### src/sv/cba_pkg.sv
package cba_pkg;

  localparam int unsigned MAX_CHUNKS_DEF = 16;
  localparam int unsigned SIZE_BITS_DEF  = 32;

  // wide enough for any size width plus an alignment carry
  localparam int unsigned AW             = 50;
  localparam int unsigned ALIGN_LOG2_MAX = 16;

  localparam int unsigned CFG_IDX_W  = 2;
  localparam int unsigned CFG_DATA_W = 32;
  localparam int unsigned REQ_W      = 32;

  localparam logic [4:0]  ALIGN_LOG2_RST  = 5'd8;
  localparam logic [31:0] FIRST_SIZE_RST  = 32'd65536;
  localparam logic [15:0] GROW_SCALE_RST  = 16'd256;
  localparam logic [31:0] GROW_BIAS_RST   = 32'd0;

  typedef enum logic [CFG_IDX_W-1:0] {
    CFG_ALIGN_LOG2  = 2'd0,
    CFG_FIRST_SIZE  = 2'd1,
    CFG_GROW_SCALE  = 2'd2,
    CFG_GROW_BIAS   = 2'd3
  } cfg_idx_e;

  typedef enum logic [1:0] {
    ST_OK       = 2'd0,
    ST_BAD_SIZE = 2'd1,
    ST_NO_SLOT  = 2'd2
  } status_e;

  localparam int unsigned OP_W = 2;

  typedef enum logic [OP_W-1:0] {
    OP_ALLOC = 2'd0,
    OP_RESET = 2'd1,
    OP_BAD   = 2'd2
  } op_e;

  // round up to 2^lg, clamp lg at 16, saturate at smax
  function automatic logic [AW-1:0] align_up(input logic [AW-1:0] x,
                                             input logic [4:0] lg,
                                             input logic [AW-1:0] smax);
    logic [4:0]    lgc;
    logic [AW-1:0] mask;
    logic [AW-1:0] r;
    lgc  = (lg > 5'(ALIGN_LOG2_MAX)) ? 5'(ALIGN_LOG2_MAX) : lg;
    mask = (AW'(1) << lgc) - AW'(1);
    r    = (x + mask) & ~mask;
    return (r > smax) ? smax : r;
  endfunction

endpackage

### src/sv/chunked_bump_allocator.sv
// channel   direction  handshake               payload
// in        request    in_valid_i/in_stall_o    in_mode_i, in_request_size_i
// out       result     out_valid_o/out_stall_i  out_chunk_index_o .. out_status_o
// cfg       write      cfg_we_i                 cfg_index_i, cfg_data_i
//
// a request sits in a two-entry queue; the back end answers a reset or bad size
// straight from idle, walks the chunks in the check state for an allocate, and
// goes through the grow and append states when a chunk is appended (straight to
// append when no chunk exists yet); the chunk memory read port sets the walk pace
// reset clears counts and the current position; the chunk memory is not cleared
// in_stall_o rises only when the queue is full; a held result blocks the back end
module chunked_bump_allocator #(
  parameter int unsigned MAX_CHUNKS = cba_pkg::MAX_CHUNKS_DEF,
  parameter int unsigned SIZE_BITS  = cba_pkg::SIZE_BITS_DEF
) (
  input  logic                            clk_i,
  input  logic                            rst_ni,
  input  logic                            cfg_we_i,
  input  logic [cba_pkg::CFG_IDX_W-1:0]   cfg_index_i,
  input  logic [cba_pkg::CFG_DATA_W-1:0]  cfg_data_i,
  input  logic                            in_valid_i,
  output logic                            in_stall_o,
  input  logic                            in_mode_i,
  input  logic [cba_pkg::REQ_W-1:0]       in_request_size_i,
  output logic                            out_valid_o,
  input  logic                            out_stall_i,
  output logic [3:0]                      out_chunk_index_o,
  output logic [31:0]                     out_block_offset_o,
  output logic                            out_chunk_created_o,
  output logic [31:0]                     out_new_chunk_size_o,
  output logic [1:0]                      out_status_o
);

  localparam int unsigned QW = cba_pkg::OP_W + SIZE_BITS;

  logic [4:0]  align_q;
  logic [31:0] first_q;
  logic [15:0] scale_q;
  logic [31:0] bias_q;

  cba_pkg::op_e          f_op;
  logic [SIZE_BITS-1:0]  f_size;
  logic [QW-1:0]         q_dout;
  logic                  q_valid;
  logic                  q_pop;

  always_ff @(posedge clk_i or negedge rst_ni) begin
    if (!rst_ni) begin
      align_q <= cba_pkg::ALIGN_LOG2_RST;
      first_q <= cba_pkg::FIRST_SIZE_RST;
      scale_q <= cba_pkg::GROW_SCALE_RST;
      bias_q  <= cba_pkg::GROW_BIAS_RST;
    end else if (cfg_we_i) begin
      case (cfg_index_i)
        cba_pkg::CFG_ALIGN_LOG2: align_q <= cfg_data_i[4:0];
        cba_pkg::CFG_FIRST_SIZE: first_q <= cfg_data_i[31:0];
        cba_pkg::CFG_GROW_SCALE: scale_q <= cfg_data_i[15:0];
        cba_pkg::CFG_GROW_BIAS:  bias_q  <= cfg_data_i[31:0];
        default: begin
        end
      endcase
    end
  end

  cba_front #(
    .SIZE_BITS (SIZE_BITS)
  ) u_front (
    .mode_i             (in_mode_i),
    .request_size_i     (in_request_size_i),
    .align_log2_i       (align_q),
    .first_chunk_size_i (first_q),
    .op_o               (f_op),
    .size_o             (f_size)
  );

  cba_queue #(
    .DW (QW)
  ) u_queue (
    .clk_i        (clk_i),
    .rst_ni       (rst_ni),
    .push_valid_i (in_valid_i),
    .push_stall_o (in_stall_o),
    .push_data_i  ({f_op, f_size}),
    .pop_valid_o  (q_valid),
    .pop_i        (q_pop),
    .pop_data_o   (q_dout)
  );

  cba_back #(
    .MAX_CHUNKS (MAX_CHUNKS),
    .SIZE_BITS  (SIZE_BITS)
  ) u_back (
    .clk_i                (clk_i),
    .rst_ni               (rst_ni),
    .q_valid_i            (q_valid),
    .q_op_i               (cba_pkg::op_e'(q_dout[QW-1:SIZE_BITS])),
    .q_size_i             (q_dout[SIZE_BITS-1:0]),
    .q_pop_o              (q_pop),
    .align_log2_i         (align_q),
    .first_chunk_size_i   (first_q),
    .growth_scale_q8_i    (scale_q),
    .growth_bias_i        (bias_q),
    .out_valid_o          (out_valid_o),
    .out_stall_i          (out_stall_i),
    .out_chunk_index_o    (out_chunk_index_o),
    .out_block_offset_o   (out_block_offset_o),
    .out_chunk_created_o  (out_chunk_created_o),
    .out_new_chunk_size_o (out_new_chunk_size_o),
    .out_status_o         (out_status_o)
  );

endmodule

### src/sv/cba_front.sv
module cba_front #(
  parameter int unsigned SIZE_BITS = cba_pkg::SIZE_BITS_DEF
) (
  input  logic                       mode_i,
  input  logic [cba_pkg::REQ_W-1:0]  request_size_i,
  input  logic [4:0]                 align_log2_i,
  input  logic [31:0]                first_chunk_size_i,
  output cba_pkg::op_e               op_o,
  output logic [SIZE_BITS-1:0]       size_o
);

  localparam logic [cba_pkg::AW-1:0] SMAX_W =
    (cba_pkg::AW'(1) << SIZE_BITS) - cba_pkg::AW'(1);

  logic [cba_pkg::AW-1:0] first_w;
  logic [cba_pkg::AW-1:0] first_sat;
  logic [cba_pkg::AW-1:0] size_w;

  always_comb begin
    first_w   = cba_pkg::AW'(first_chunk_size_i);
    first_sat = (first_w > SMAX_W) ? SMAX_W : first_w;
    size_w    = cba_pkg::align_up(cba_pkg::AW'(request_size_i), align_log2_i, SMAX_W);
    size_o    = size_w[SIZE_BITS-1:0];
    if (mode_i) begin
      op_o = cba_pkg::OP_RESET;
    end else if (size_w == '0 || size_w > first_sat) begin
      op_o = cba_pkg::OP_BAD;
    end else begin
      op_o = cba_pkg::OP_ALLOC;
    end
  end

endmodule

### src/sv/cba_queue.sv
module cba_queue #(
  parameter int unsigned DW = 34
) (
  input  logic          clk_i,
  input  logic          rst_ni,
  input  logic          push_valid_i,
  output logic          push_stall_o,
  input  logic [DW-1:0] push_data_i,
  output logic          pop_valid_o,
  input  logic          pop_i,
  output logic [DW-1:0] pop_data_o
);

  logic [DW-1:0] entry_q [2];
  logic          wr_q, wr_d;
  logic          rd_q, rd_d;
  logic [1:0]    cnt_q, cnt_d;
  logic          push;
  logic          pop;

  assign push_stall_o = (cnt_q == 2'd2);
  assign pop_valid_o  = (cnt_q != 2'd0);
  assign pop_data_o   = entry_q[rd_q];
  assign push         = push_valid_i && !push_stall_o;
  assign pop          = pop_i && pop_valid_o;

  always_comb begin
    wr_d  = push ? ~wr_q : wr_q;
    rd_d  = pop ? ~rd_q : rd_q;
    cnt_d = cnt_q + 2'(push) - 2'(pop);
  end

  always_ff @(posedge clk_i or negedge rst_ni) begin
    if (!rst_ni) begin
      wr_q  <= 1'b0;
      rd_q  <= 1'b0;
      cnt_q <= 2'd0;
    end else begin
      wr_q  <= wr_d;
      rd_q  <= rd_d;
      cnt_q <= cnt_d;
    end
  end

  always_ff @(posedge clk_i) begin
    if (push) begin
      entry_q[wr_q] <= push_data_i;
    end
  end

endmodule

### src/sv/cba_back.sv
module cba_back #(
  parameter int unsigned MAX_CHUNKS = cba_pkg::MAX_CHUNKS_DEF,
  parameter int unsigned SIZE_BITS  = cba_pkg::SIZE_BITS_DEF
) (
  input  logic                 clk_i,
  input  logic                 rst_ni,
  input  logic                 q_valid_i,
  input  cba_pkg::op_e         q_op_i,
  input  logic [SIZE_BITS-1:0] q_size_i,
  output logic                 q_pop_o,
  input  logic [4:0]           align_log2_i,
  input  logic [31:0]          first_chunk_size_i,
  input  logic [15:0]          growth_scale_q8_i,
  input  logic [31:0]          growth_bias_i,
  output logic                 out_valid_o,
  input  logic                 out_stall_i,
  output logic [3:0]           out_chunk_index_o,
  output logic [31:0]          out_block_offset_o,
  output logic                 out_chunk_created_o,
  output logic [31:0]          out_new_chunk_size_o,
  output logic [1:0]           out_status_o
);

  localparam int unsigned SW = SIZE_BITS;
  localparam int unsigned IW = $clog2(MAX_CHUNKS);
  localparam int unsigned CW = $clog2(MAX_CHUNKS + 1);
  localparam int unsigned BW = ((SW > 32) ? SW : 32) + 1;
  localparam int unsigned PW = SW + 16;
  localparam logic [cba_pkg::AW-1:0] SMAX_W =
    (cba_pkg::AW'(1) << SW) - cba_pkg::AW'(1);
  localparam logic [SW-1:0] SMAX_S = {SW{1'b1}};

  typedef enum logic [3:0] {
    S_IDLE   = 4'b0001,
    S_CHECK  = 4'b0010,
    S_GROW   = 4'b0100,
    S_APPEND = 4'b1000
  } state_e;

  state_e        state_q, state_d;
  logic [CW-1:0] cnt_q, cnt_d;
  logic [IW-1:0] cur_q, cur_d;
  logic [SW-1:0] off_q, off_d;
  logic          have_q, have_d;
  logic [IW-1:0] scur_q, scur_d;
  logic [SW-1:0] soff_q, soff_d;
  logic [SW-1:0] size_q, size_d;
  logic [PW-1:0] prod_q, prod_d;
  logic [SW-1:0] grow_q, grow_d;

  logic          out_valid_q, out_valid_d;
  logic [3:0]    out_idx_q, out_idx_d;
  logic [31:0]   out_off_q, out_off_d;
  logic          out_new_q, out_new_d;
  logic [31:0]   out_nsz_q, out_nsz_d;
  logic [1:0]    out_st_q, out_st_d;
  logic          out_free;
  logic          load;

  logic [SW-1:0] size_mem [MAX_CHUNKS];
  logic [SW-1:0] rdata_q;
  logic [IW-1:0] rd_addr;
  logic          wr_en;

  logic [SW:0]              fit_sum;
  logic                     fits;
  logic [SW-1:0]            sat1;
  logic [BW-1:0]            bsum;
  logic [cba_pkg::AW-1:0]   first_w;
  logic [cba_pkg::AW-1:0]   first_sat;
  logic [cba_pkg::AW-1:0]   base_w;
  logic [cba_pkg::AW-1:0]   gal_w;
  logic [SW-1:0]            new_sz;

  assign out_free = !out_valid_q || !out_stall_i;

  always_comb begin
    fit_sum   = {1'b0, soff_q} + {1'b0, size_q};
    fits      = fit_sum <= {1'b0, rdata_q};
    sat1      = (|prod_q[PW-1:SW+8]) ? SMAX_S : prod_q[SW+7:8];
    bsum      = BW'(sat1) + BW'(growth_bias_i);
    first_w   = cba_pkg::AW'(first_chunk_size_i);
    first_sat = (first_w > SMAX_W) ? SMAX_W : first_w;
    base_w    = cba_pkg::align_up(first_sat, align_log2_i, SMAX_W);
    gal_w     = cba_pkg::align_up(cba_pkg::AW'(grow_q), align_log2_i, SMAX_W);
    new_sz    = (gal_w < base_w) ? base_w[SW-1:0] : gal_w[SW-1:0];
  end

  always_comb begin
    state_d     = state_q;
    cnt_d       = cnt_q;
    cur_d       = cur_q;
    off_d       = off_q;
    have_d      = have_q;
    scur_d      = scur_q;
    soff_d      = soff_q;
    size_d      = size_q;
    prod_d      = prod_q;
    grow_d      = grow_q;
    rd_addr     = scur_q;
    wr_en       = 1'b0;
    q_pop_o     = 1'b0;
    load        = 1'b0;
    out_idx_d   = out_idx_q;
    out_off_d   = out_off_q;
    out_new_d   = out_new_q;
    out_nsz_d   = out_nsz_q;
    out_st_d    = out_st_q;

    case (state_q)
      S_IDLE: begin
        if (q_valid_i && out_free) begin
          q_pop_o   = 1'b1;
          size_d    = q_size_i;
          out_idx_d = 4'd0;
          out_off_d = 32'd0;
          out_new_d = 1'b0;
          out_nsz_d = 32'd0;
          out_st_d  = cba_pkg::ST_OK;
          case (q_op_i)
            cba_pkg::OP_RESET: begin
              cur_d  = '0;
              off_d  = '0;
              have_d = (cnt_q != '0);
              load   = 1'b1;
            end
            cba_pkg::OP_ALLOC: begin
              if (have_q) begin
                scur_d  = cur_q;
                soff_d  = off_q;
                rd_addr = cur_q;
                state_d = S_CHECK;
              end else begin
                grow_d  = '0;
                state_d = S_APPEND;
              end
            end
            default: begin
              out_st_d = cba_pkg::ST_BAD_SIZE;
              load     = 1'b1;
            end
          endcase
        end
      end
      S_CHECK: begin
        prod_d = rdata_q * growth_scale_q8_i;
        if (fits) begin
          cur_d     = scur_q;
          off_d     = fit_sum[SW-1:0];
          have_d    = 1'b1;
          out_idx_d = 4'(scur_q);
          out_off_d = 32'(soff_q);
          load      = 1'b1;
          state_d   = S_IDLE;
        end else if ((CW+1)'(scur_q) + (CW+1)'(1) < (CW+1)'(cnt_q)) begin
          scur_d  = scur_q + IW'(1);
          soff_d  = '0;
          rd_addr = scur_q + IW'(1);
        end else if (cnt_q < CW'(MAX_CHUNKS)) begin
          state_d = S_GROW;
        end else begin
          out_st_d = cba_pkg::ST_NO_SLOT;
          load     = 1'b1;
          state_d  = S_IDLE;
        end
      end
      S_GROW: begin
        grow_d  = (bsum > BW'(SMAX_S)) ? SMAX_S : bsum[SW-1:0];
        state_d = S_APPEND;
      end
      S_APPEND: begin
        wr_en     = 1'b1;
        cur_d     = cnt_q[IW-1:0];
        off_d     = size_q;
        have_d    = 1'b1;
        cnt_d     = cnt_q + CW'(1);
        out_idx_d = 4'(cnt_q[IW-1:0]);
        out_off_d = 32'd0;
        out_new_d = 1'b1;
        out_nsz_d = 32'(new_sz);
        out_st_d  = cba_pkg::ST_OK;
        load      = 1'b1;
        state_d   = S_IDLE;
      end
      default: begin
        state_d = S_IDLE;
      end
    endcase

    if (load) begin
      out_valid_d = 1'b1;
    end else if (!out_stall_i) begin
      out_valid_d = 1'b0;
    end else begin
      out_valid_d = out_valid_q;
    end
  end

  always_ff @(posedge clk_i or negedge rst_ni) begin
    if (!rst_ni) begin
      state_q     <= S_IDLE;
      cnt_q       <= '0;
      cur_q       <= '0;
      off_q       <= '0;
      have_q      <= 1'b0;
      out_valid_q <= 1'b0;
    end else begin
      state_q     <= state_d;
      cnt_q       <= cnt_d;
      cur_q       <= cur_d;
      off_q       <= off_d;
      have_q      <= have_d;
      out_valid_q <= out_valid_d;
    end
  end

  always_ff @(posedge clk_i) begin
    scur_q    <= scur_d;
    soff_q    <= soff_d;
    size_q    <= size_d;
    prod_q    <= prod_d;
    grow_q    <= grow_d;
    out_idx_q <= out_idx_d;
    out_off_q <= out_off_d;
    out_new_q <= out_new_d;
    out_nsz_q <= out_nsz_d;
    out_st_q  <= out_st_d;
  end

  // chunk size memory, registered read
  always_ff @(posedge clk_i) begin
    if (wr_en) begin
      size_mem[cnt_q[IW-1:0]] <= new_sz;
    end
    rdata_q <= size_mem[rd_addr];
  end

  assign out_valid_o          = out_valid_q;
  assign out_chunk_index_o    = out_idx_q;
  assign out_block_offset_o   = out_off_q;
  assign out_chunk_created_o  = out_new_q;
  assign out_new_chunk_size_o = out_nsz_q;
  assign out_status_o         = out_st_q;

endmodule

### config.mk
export PLATFORM = sky130hd
export DESIGN_NAME = chunked_bump_allocator
export DESIGN_NICKNAME = d
export VERILOG_FILES = /design/src/sv/cba_pkg.sv /design/src/sv/chunked_bump_allocator.sv /design/src/sv/cba_front.sv /design/src/sv/cba_queue.sv /design/src/sv/cba_back.sv
export SDC_FILE = /design/constraint.sdc
export NUM_CORES = 2
export LEC_CHECK = 0
export ABC_AREA = 1
export BUFFER_PORTS_ARGS = -buffer_cell sky130_fd_sc_hd__buf_4
export CAP_MARGIN = 40
export CELL_PAD_IN_SITES_DETAIL_PLACEMENT = 1
export CELL_PAD_IN_SITES_GLOBAL_PLACEMENT = 2
export CORE_UTILIZATION = 37
export DETAILED_ROUTE_END_ITERATION = 8
export PLACE_DENSITY = 0.82
export SLEW_MARGIN = 30
export SYNTH_ARGS = -nofsm -noshare
export SYNTH_HDL_FRONTEND = slang
export SYNTH_HIERARCHICAL = 1
export SYNTH_SLANG_ARGS = --single-unit
### constraint.sdc
create_clock -name clk_i -period 7.2 [get_ports clk_i]
set_clock_uncertainty 0.1 [all_clocks]
set_input_delay 1.44 -clock clk_i [delete_from_list [all_inputs] [get_ports clk_i]]
set_output_delay 1.44 -clock clk_i [all_outputs]
set_load 0.01 [all_outputs]
# Word level (Yosys, flattened, before mapping)
# Memories as Yosys holds them, arrays and structs flattened. A register that Yosys moved wholly into a read port is not among the register bits.
# Index checks and enable logic that the tools add are counted.
totals:
  regBits: 355
  latchBits: 0
  ram_bits: 580
  mem_bits_ro: 0
  inputBits: 72
  out_inout_bits: 73
  word_cells: 179
  mem_count: 2
classes:
  n_addsub: 11
  n_mul: 1
  n_div: 0
  magnitude_cmp: 10
  eq_ne: 21
  n_shift: 1
  mux: 73
  n_bitwise: 6
  reduce_logical: 31
memory_table:
  columns: ["memory", "depth", "width", "read_ports", "rd_clocked_by_memory_dff", "write_ports", "line", "rtl"]
  rows:
  - ["u_back.size_mem", 16, 32, 1, 1, 1, "cba_back.sv:60", "logic [SW-1:0] size_mem [MAX_CHUNKS];"]
  - ["u_queue.entry_q", 2, 34, 1, 0, 1, "cba_queue.sv:14", "logic [DW-1:0] entry_q [2];"]
ops:
  columns: ["operator", "count"]
  rows:
  - ["$mux W32", 16]
  - ["$pmux W32 S2", 3]
  - ["$pmux W32 S3", 2]
  - ["$add A32 B50 Y50", 3]
  - ["$and A50 B50 Y50", 3]
  - ["$gt A50 B32 Y1 const B", 3]
  - ["$mux W50", 3]
  - ["$add A32 B32 Y33", 2]
  - ["$mux W4", 14]
  - ["$gt A50 B32 Y1", 1]
  - ["$logic_not A50 Y1", 1]
  - ["$lt A50 B50 Y1", 1]
  - ["$not A50 Y50", 1]
  - ["$shl A1 B5 Y50 const A", 1]
  - ["$sub A50 B2 Y50 const B", 1]
  - ["$mul A32 B16 Y48", 1]
  - ["$pmux W4 S3", 3]
  - ["$gt A33 B32 Y1 const B", 1]
  - ["$le A33 B32 Y1", 1]
  - ["$mux W1", 19]
  - ["$mux W2", 6]
  - ["$ne A2 B2 Y1 const B", 6]
  - ["$reduce_and A2 Y1", 6]
  - ["$ne A2 B1 Y1 const B", 5]
  - ["other kinds (35)", 51]

# Logic depth before layout (Yosys ltp)
depth:
  depth_word: 12
  depth_mapped: 43
  ltp_nobuf: 43

# Cells and area by module
# The synthesis kept the hierarchy.
modules_own_cells:
  columns: ["module", "instances", "cells_per_inst", "area_per_inst_um2", "seq_area_each_um2"]
  rows:
  - ["cba_back", 1, 6606, 58688.8, 23488.8]
  - ["cba_front", 1, 691, 3759.9, 0.0]
  - ["chunked_bump_allocator", 1, 381, 3502.1, 2130.8]
  - ["cba_queue", 1, 210, 2763.9, 2142.1]

# Worst setup path after synthesis
# No wires, ideal clock.
synth_timing:
  path_type: "reg2reg"
  startpoint: "register u_back.soff_q[0]"
  endpoint: "register u_back.soff_q[0], enable pin"
  setup_ns: 0.470
  t_arrival_ns: 6.500
  t_required_ns: 6.630
  slack_ns: 0.130
  stages_incl_launch_ff: 28
  path_buffers: 0
  synth_period_minus_slack_ns: 7.070
  cell_sequence: "edfxtp_1 -> ha_1 -> fa_1 -> nand3_1 -> nand2_2 -> nand2_1 -> nand2_2 -> a21oi_1 -> o21ai_0 -> a21oi_1 -> inv_1 -> nand2_1 -> nand2_1 -> a21boi_0 -> o21ai_0 -> nand2_1 -> nand2_1 -> or2_2 -> and2_1 -> ha_1 -> nand4_1 -> nor4_1 -> nand4_1 -> nand2_2 -> inv_2 -> nand3_1 -> nand2_1 -> o31ai_1"
synth_via:
  elab_chain_cells: 4
synth_lines:
  columns: ["item", "line", "rtl"]
  rows:
  - ["start: declaration", "cba_back.sv:46", "logic [SW-1:0] soff_q, soff_d;"]
  - ["start signal: assignment", "cba_back.sv:219", "soff_q <= soff_d;"]
  - ["$add A32 B32 Y33", "cba_back.sv:78", "fit_sum = {1'b0, soff_q} + {1'b0, size_q};"]
  - ["$le A33 B32 Y1", "cba_back.sv:79", "fits = fit_sum <= {1'b0, rdata_q};"]
  - ["$ne A2 B2 Y1 (no line)", null, null]
  - ["$reduce_and A6 Y1 (no line)", null, null]
# No other way between the ends.
# A chain may end at the register's enable or synchronous reset.

# Worst setup path in the final report
layout_timing:
  startpoint: "register u_back.rdata_q[4] (read register of u_back.size_mem)"
  endpoint: "register u_back.prod_q[45] (data pin)"
layout_via:
  elab_chain_cells: 1
layout_lines:
  columns: ["item", "line", "rtl"]
  rows:
  - ["start: declaration", "cba_back.sv:61", "logic [SW-1:0] rdata_q;"]
  - ["$mul A32 B16 Y48", "cba_back.sv:146", "prod_d = rdata_q * growth_scale_q8_i;"]
  - ["end signal: assignment", "cba_back.sv:221", "prod_q <= prod_d;"]
  - ["end: declaration", "cba_back.sv:48", "logic [PW-1:0] prod_q, prod_d;"]
# No other way between the ends.

==> results.txt <==
----------------------------------------------------
[Outcome]
  Result of the run ... finished clean

[Yosys]
  Leading register cell type out of synthesis ... edfxtp_1
  Gate Count Post-Synth ... 7888
  Number of enable flip-flop cells after synthesis ... approximately 800
  Flip-flop and latch count after synthesis ... ~960
  Synthesis Warnings ... 6
  Synth area leaders ... edfxtp_1, fa_1, nand2_1, ha_1, inv_1
  Count leader, synth ... nand2_1
  Post-synth top area share ... 34.4%
  Mapped cell area ... 0.0687 mm²
  Sequential element share of the synthesized area ... 40.4%
  Async set-reset flop share out of synthesis ... between 10% and 20%
  Distinct cell type count after synthesis ... 66
  Synth cell count leaders ... nand2_1, inv_1, edfxtp_1
  Mean post-synth cell area ... 8.71 µm²
  Leading area contributor after synthesis ... edfxtp_1

[STA]
  Count of final hold-check violations ... 0
  Transition time at the pin with the least slew margin ... 0.886 ns
  Max Fclk ... 144 MHz
  Setup repair after global routing missed its margin ... yes
  Final setup violating endpoints ... 0
  Final worst-path cycle share ... between 90% and 100%
  Slew Viols, Final ... 0
  Slew HR ... between 30 and 40%
  Minimum clock period ... about 6.9 ns
  Final worst slack ... 0.266 ns

[Critical path]
  Destination of the critical timing path ... u_back/prod_q[45]$_DFFE_PP_
  Critical Path Sink Type ... flop
  Critical Path Start Type ... flop
  Launch point of the worst path ... u_back/rdata_q[4]$_DFF_P_
  Critical Path Max Stage Delay ... 0.61 ns
  Most frequent CP cell ... fa_1
  Reg-to-reg setup timing slack ... 0.27 ns
  Setup Crit Path Kind ... flop to flop
  Highest fanout seen on the critical path ... 10
  R2r startpoint ... u_back/rdata_q[4]$_DFF_P_
  Worst reg2reg endpoint ... u_back/prod_q[45]$_DFFE_PP_
  Slowest library cell on the worst path ... dfxtp_1
  Data required time of the worst path ... 7.57 ns
  CP arrival ... 7.30 ns
  Series of cell instances along the critical path ... buf_4 > nand2_1 > fa_1 > inv_1 > fa_1 > inv_1 > fa_1 > fa_1 > inv_1 > fa_1 > fa_1 > ha_1 > nand2_1 > nor2_1 > nand2_1 > o211ai_1 > a21oi_1 > o31ai_2 > a21oi_1 > nor2_1 > nand2_1 > o21ai_1 > xor2_1
  Worst-case reg-to-reg path depth ... 23

[Placed design]
  Placer's final routability congestion estimate ... a little over 0.9
  Post-placement worst setup slack ... 0.0463 ns
  Post-DP HPWL ... 189 mm
  Placed cell area ... 0.0745 mm²
  Number of I/O port buffers ... 144

[Clock network]
  Deepest clock path buffer count ... 3
  Clock Root Buffer ... clkbuf_16
  Clock tree from TritonCTS ... yes
  Clk sinks ... 959
  Post-CTS setup-driven buffer insertion count ... 0
  CTS hold repair buffers ... 0
  Clock latency reported for the late side of the worst-skew pair ... just under 0.8 ns
  Resized Gates After CTS ... 1
  CTS Buf Count ... 105
  Clk pin slew, worst setup/hold paths ... 0.07 ns
  CTS H-tree lvls ... 3

[Cells and area]
  FILL cells ... 21593
  Final net count ... 9047
  Finished layout cell area ... 0.0781 mm²
  Synthesis-to-layout area growth ... 13.7%
  Layout cells sized above 1 ... 9.33%

[Run]
  Max-Cap Viols ... 0

[GRT]
  Number of global-route vias before repair ... 59542
  Maximum number of pins on one net before global-route repair ... 160
  Total global-route track usage ... 26.8%
  Global-route wire length before repair ... 375 mm
  Sum of overflow across all layers after global routing ... 0
  Number of antenna violations at the first check in global routing ... 4

[Routing]
  Detailed Route WL ... 250 mm
  Via count normalized by instance count ... 5.23
  Average wire per cell in the routed design ... 23.3 µm
  DRC viols ... 0
  Routed vias ... 56060
  DRT Pass-1 Iters ... 5
  Remaining number of nets flagged by the antenna check after routing ... 0
  Number of DRC markers after the initial detailed-route iteration ... 3780

[Min path]
  Path class of the lowest-slack min-delay path ... flop to flop

[Floorplan]
  Number of placement rows ... between 150 and 200
  Starting Density ... a little under two fifths
  Height of the die ... 433 µm
  Top-Level Pins ... 145
  Horizontal extent of the die ... 433 µm
  Total core area ... 0.184 mm²
  Total Die Area ... 0.187 mm²

----------------------------------------------------
metrics by stage:
stage          TNS, ns  cells  utilization, %  hold slack [ns]
2_1_floorplan        0   7953               -            0.342
3_3_place_gp         0  10498            40.5            0.355
3_5_place_dp         0  10506            40.5            0.362
4_1_cts              0  10704            42.4            0.333
5_1_grt        -0.0345  10706            42.5            0.366
6_report             0  10709            42.5            0.347
worst max-delay path, delay by kind of cell, from the launching register on:
family,cells,cell delay [ns]
xor+xnor,1,0.11
compound gates,5,1.37
flops,1,0.61
buf+inv,4,0.52
simple gates,6,0.65
fa+ha+maj,7,3.26
cell type report:
cell class | instances | area [µm²] | share of cell area [%]
Multi-Input combinational cell | 5376 | 35000 | 44.8
Sequential cell | 959 | 27800 | 35.6
Inverter | 1282 | 4820 | 6.18
Timing Repair Buffer | 426 | 3930 | 5.03
Tap cell | 2464 | 3080 | 3.95
Clock buffer | 139 | 2790 | 3.57
Clock inverter | 59 | 748 | 0.958
Antenna cell | 4 | 10.0 | 0.0128
layer usage:
layer  part of all wire [%]  global-route usage, %  wire length [µm]
met1                     42                   33.8            104000
met2                     49                   46.2            122000
met3                    4.3                   2.52             10800
met4                    5.1                   12.5             12800
met5                      0                      0                 0
registers in the layout, summed over array words and instances (netlist names), 16 cells and up:
name	count
u_back/size_mem	512
u_queue/entry_q	68
u_back/prod_q	40
bias_q	32
first_q	32
u_back/grow_q	32
u_back/off_q	32
u_back/out_block_offset_o	32
u_back/out_new_chunk_size_o	32
u_back/rdata_q	32
u_back/size_q	32
u_back/soff_q	32
scale_q	16
cell families (layout without fill, tap and decap cells):
kind of cell | count (synthesis) | count (layout) | synth area share, %
buffers and inverters | 1618 | 1906 | 9.43
AO/OA/AOI/OAI | 770 | 770 | 6.37
XOR/XNOR | 129 | 129 | 1.67
other | 3 | 72 | 0.0164
adder cells (fa/ha/maj) | 825 | 825 | 19.6
AND/OR/NAND/NOR | 3584 | 3584 | 22.5
flip-flops | 959 | 959 | 40.4
how the worst min path moves through the flow:
stage	startpoint	end	slack, ns	cells after the start
detailed placement	u_back/cur_q[3]$_DFFE_PN0P_	u_back/cur_q[3]$_DFFE_PN0P_	0.36	2
CTS	u_queue/entry_q[0][14]$_DFFE_PP_	u_back/size_q[14]$_DFFE_PP_	0.33	2
floorplan	u_queue/wr_q$_DFFE_PN0P_	u_queue/wr_q$_DFFE_PN0P_	0.34	2
global route	u_queue/entry_q[1][14]$_DFFE_PP_	u_back/size_q[14]$_DFFE_PP_	0.37	2
finish	u_queue/entry_q[1][14]$_DFFE_PP_	u_back/size_q[14]$_DFFE_PP_	0.35	2
global placement	u_queue/wr_q$_DFFE_PN0P_	u_queue/wr_q$_DFFE_PN0P_	0.36	2
cells in the final DEF (no fill, tap or decap), drive strengths merged, types with 7 or more instances in the layout:
cell,synthesis,layout
o21a,23,23
fa,422,422
a22oi,11,11
clkbuf,176,139
inv,1277,1281
clkinv,5,43
o211ai,13,13
a21boi,12,12
nand4,128,128
or2,66,66
nor3,41,41
bufinv,0,12
dfrtp,132,132
nand3b,145,145
a21o,14,14
nand2,2219,2219
dfxtp,36,36
buf,160,426
a21oi,335,335
nor2,431,431
xor2,80,80
nand3,528,528
o21ai,249,249
o21bai,14,14
conb,3,68
a22o,16,16
o31ai,10,10
xnor2,49,49
nor4,19,19
a31oi,41,41
ha,403,403
a211oi,7,7
edfxtp,787,787
Power is not shown: default switching activity piles up to over one toggle a cycle in this logic, so the estimate is an artifact.
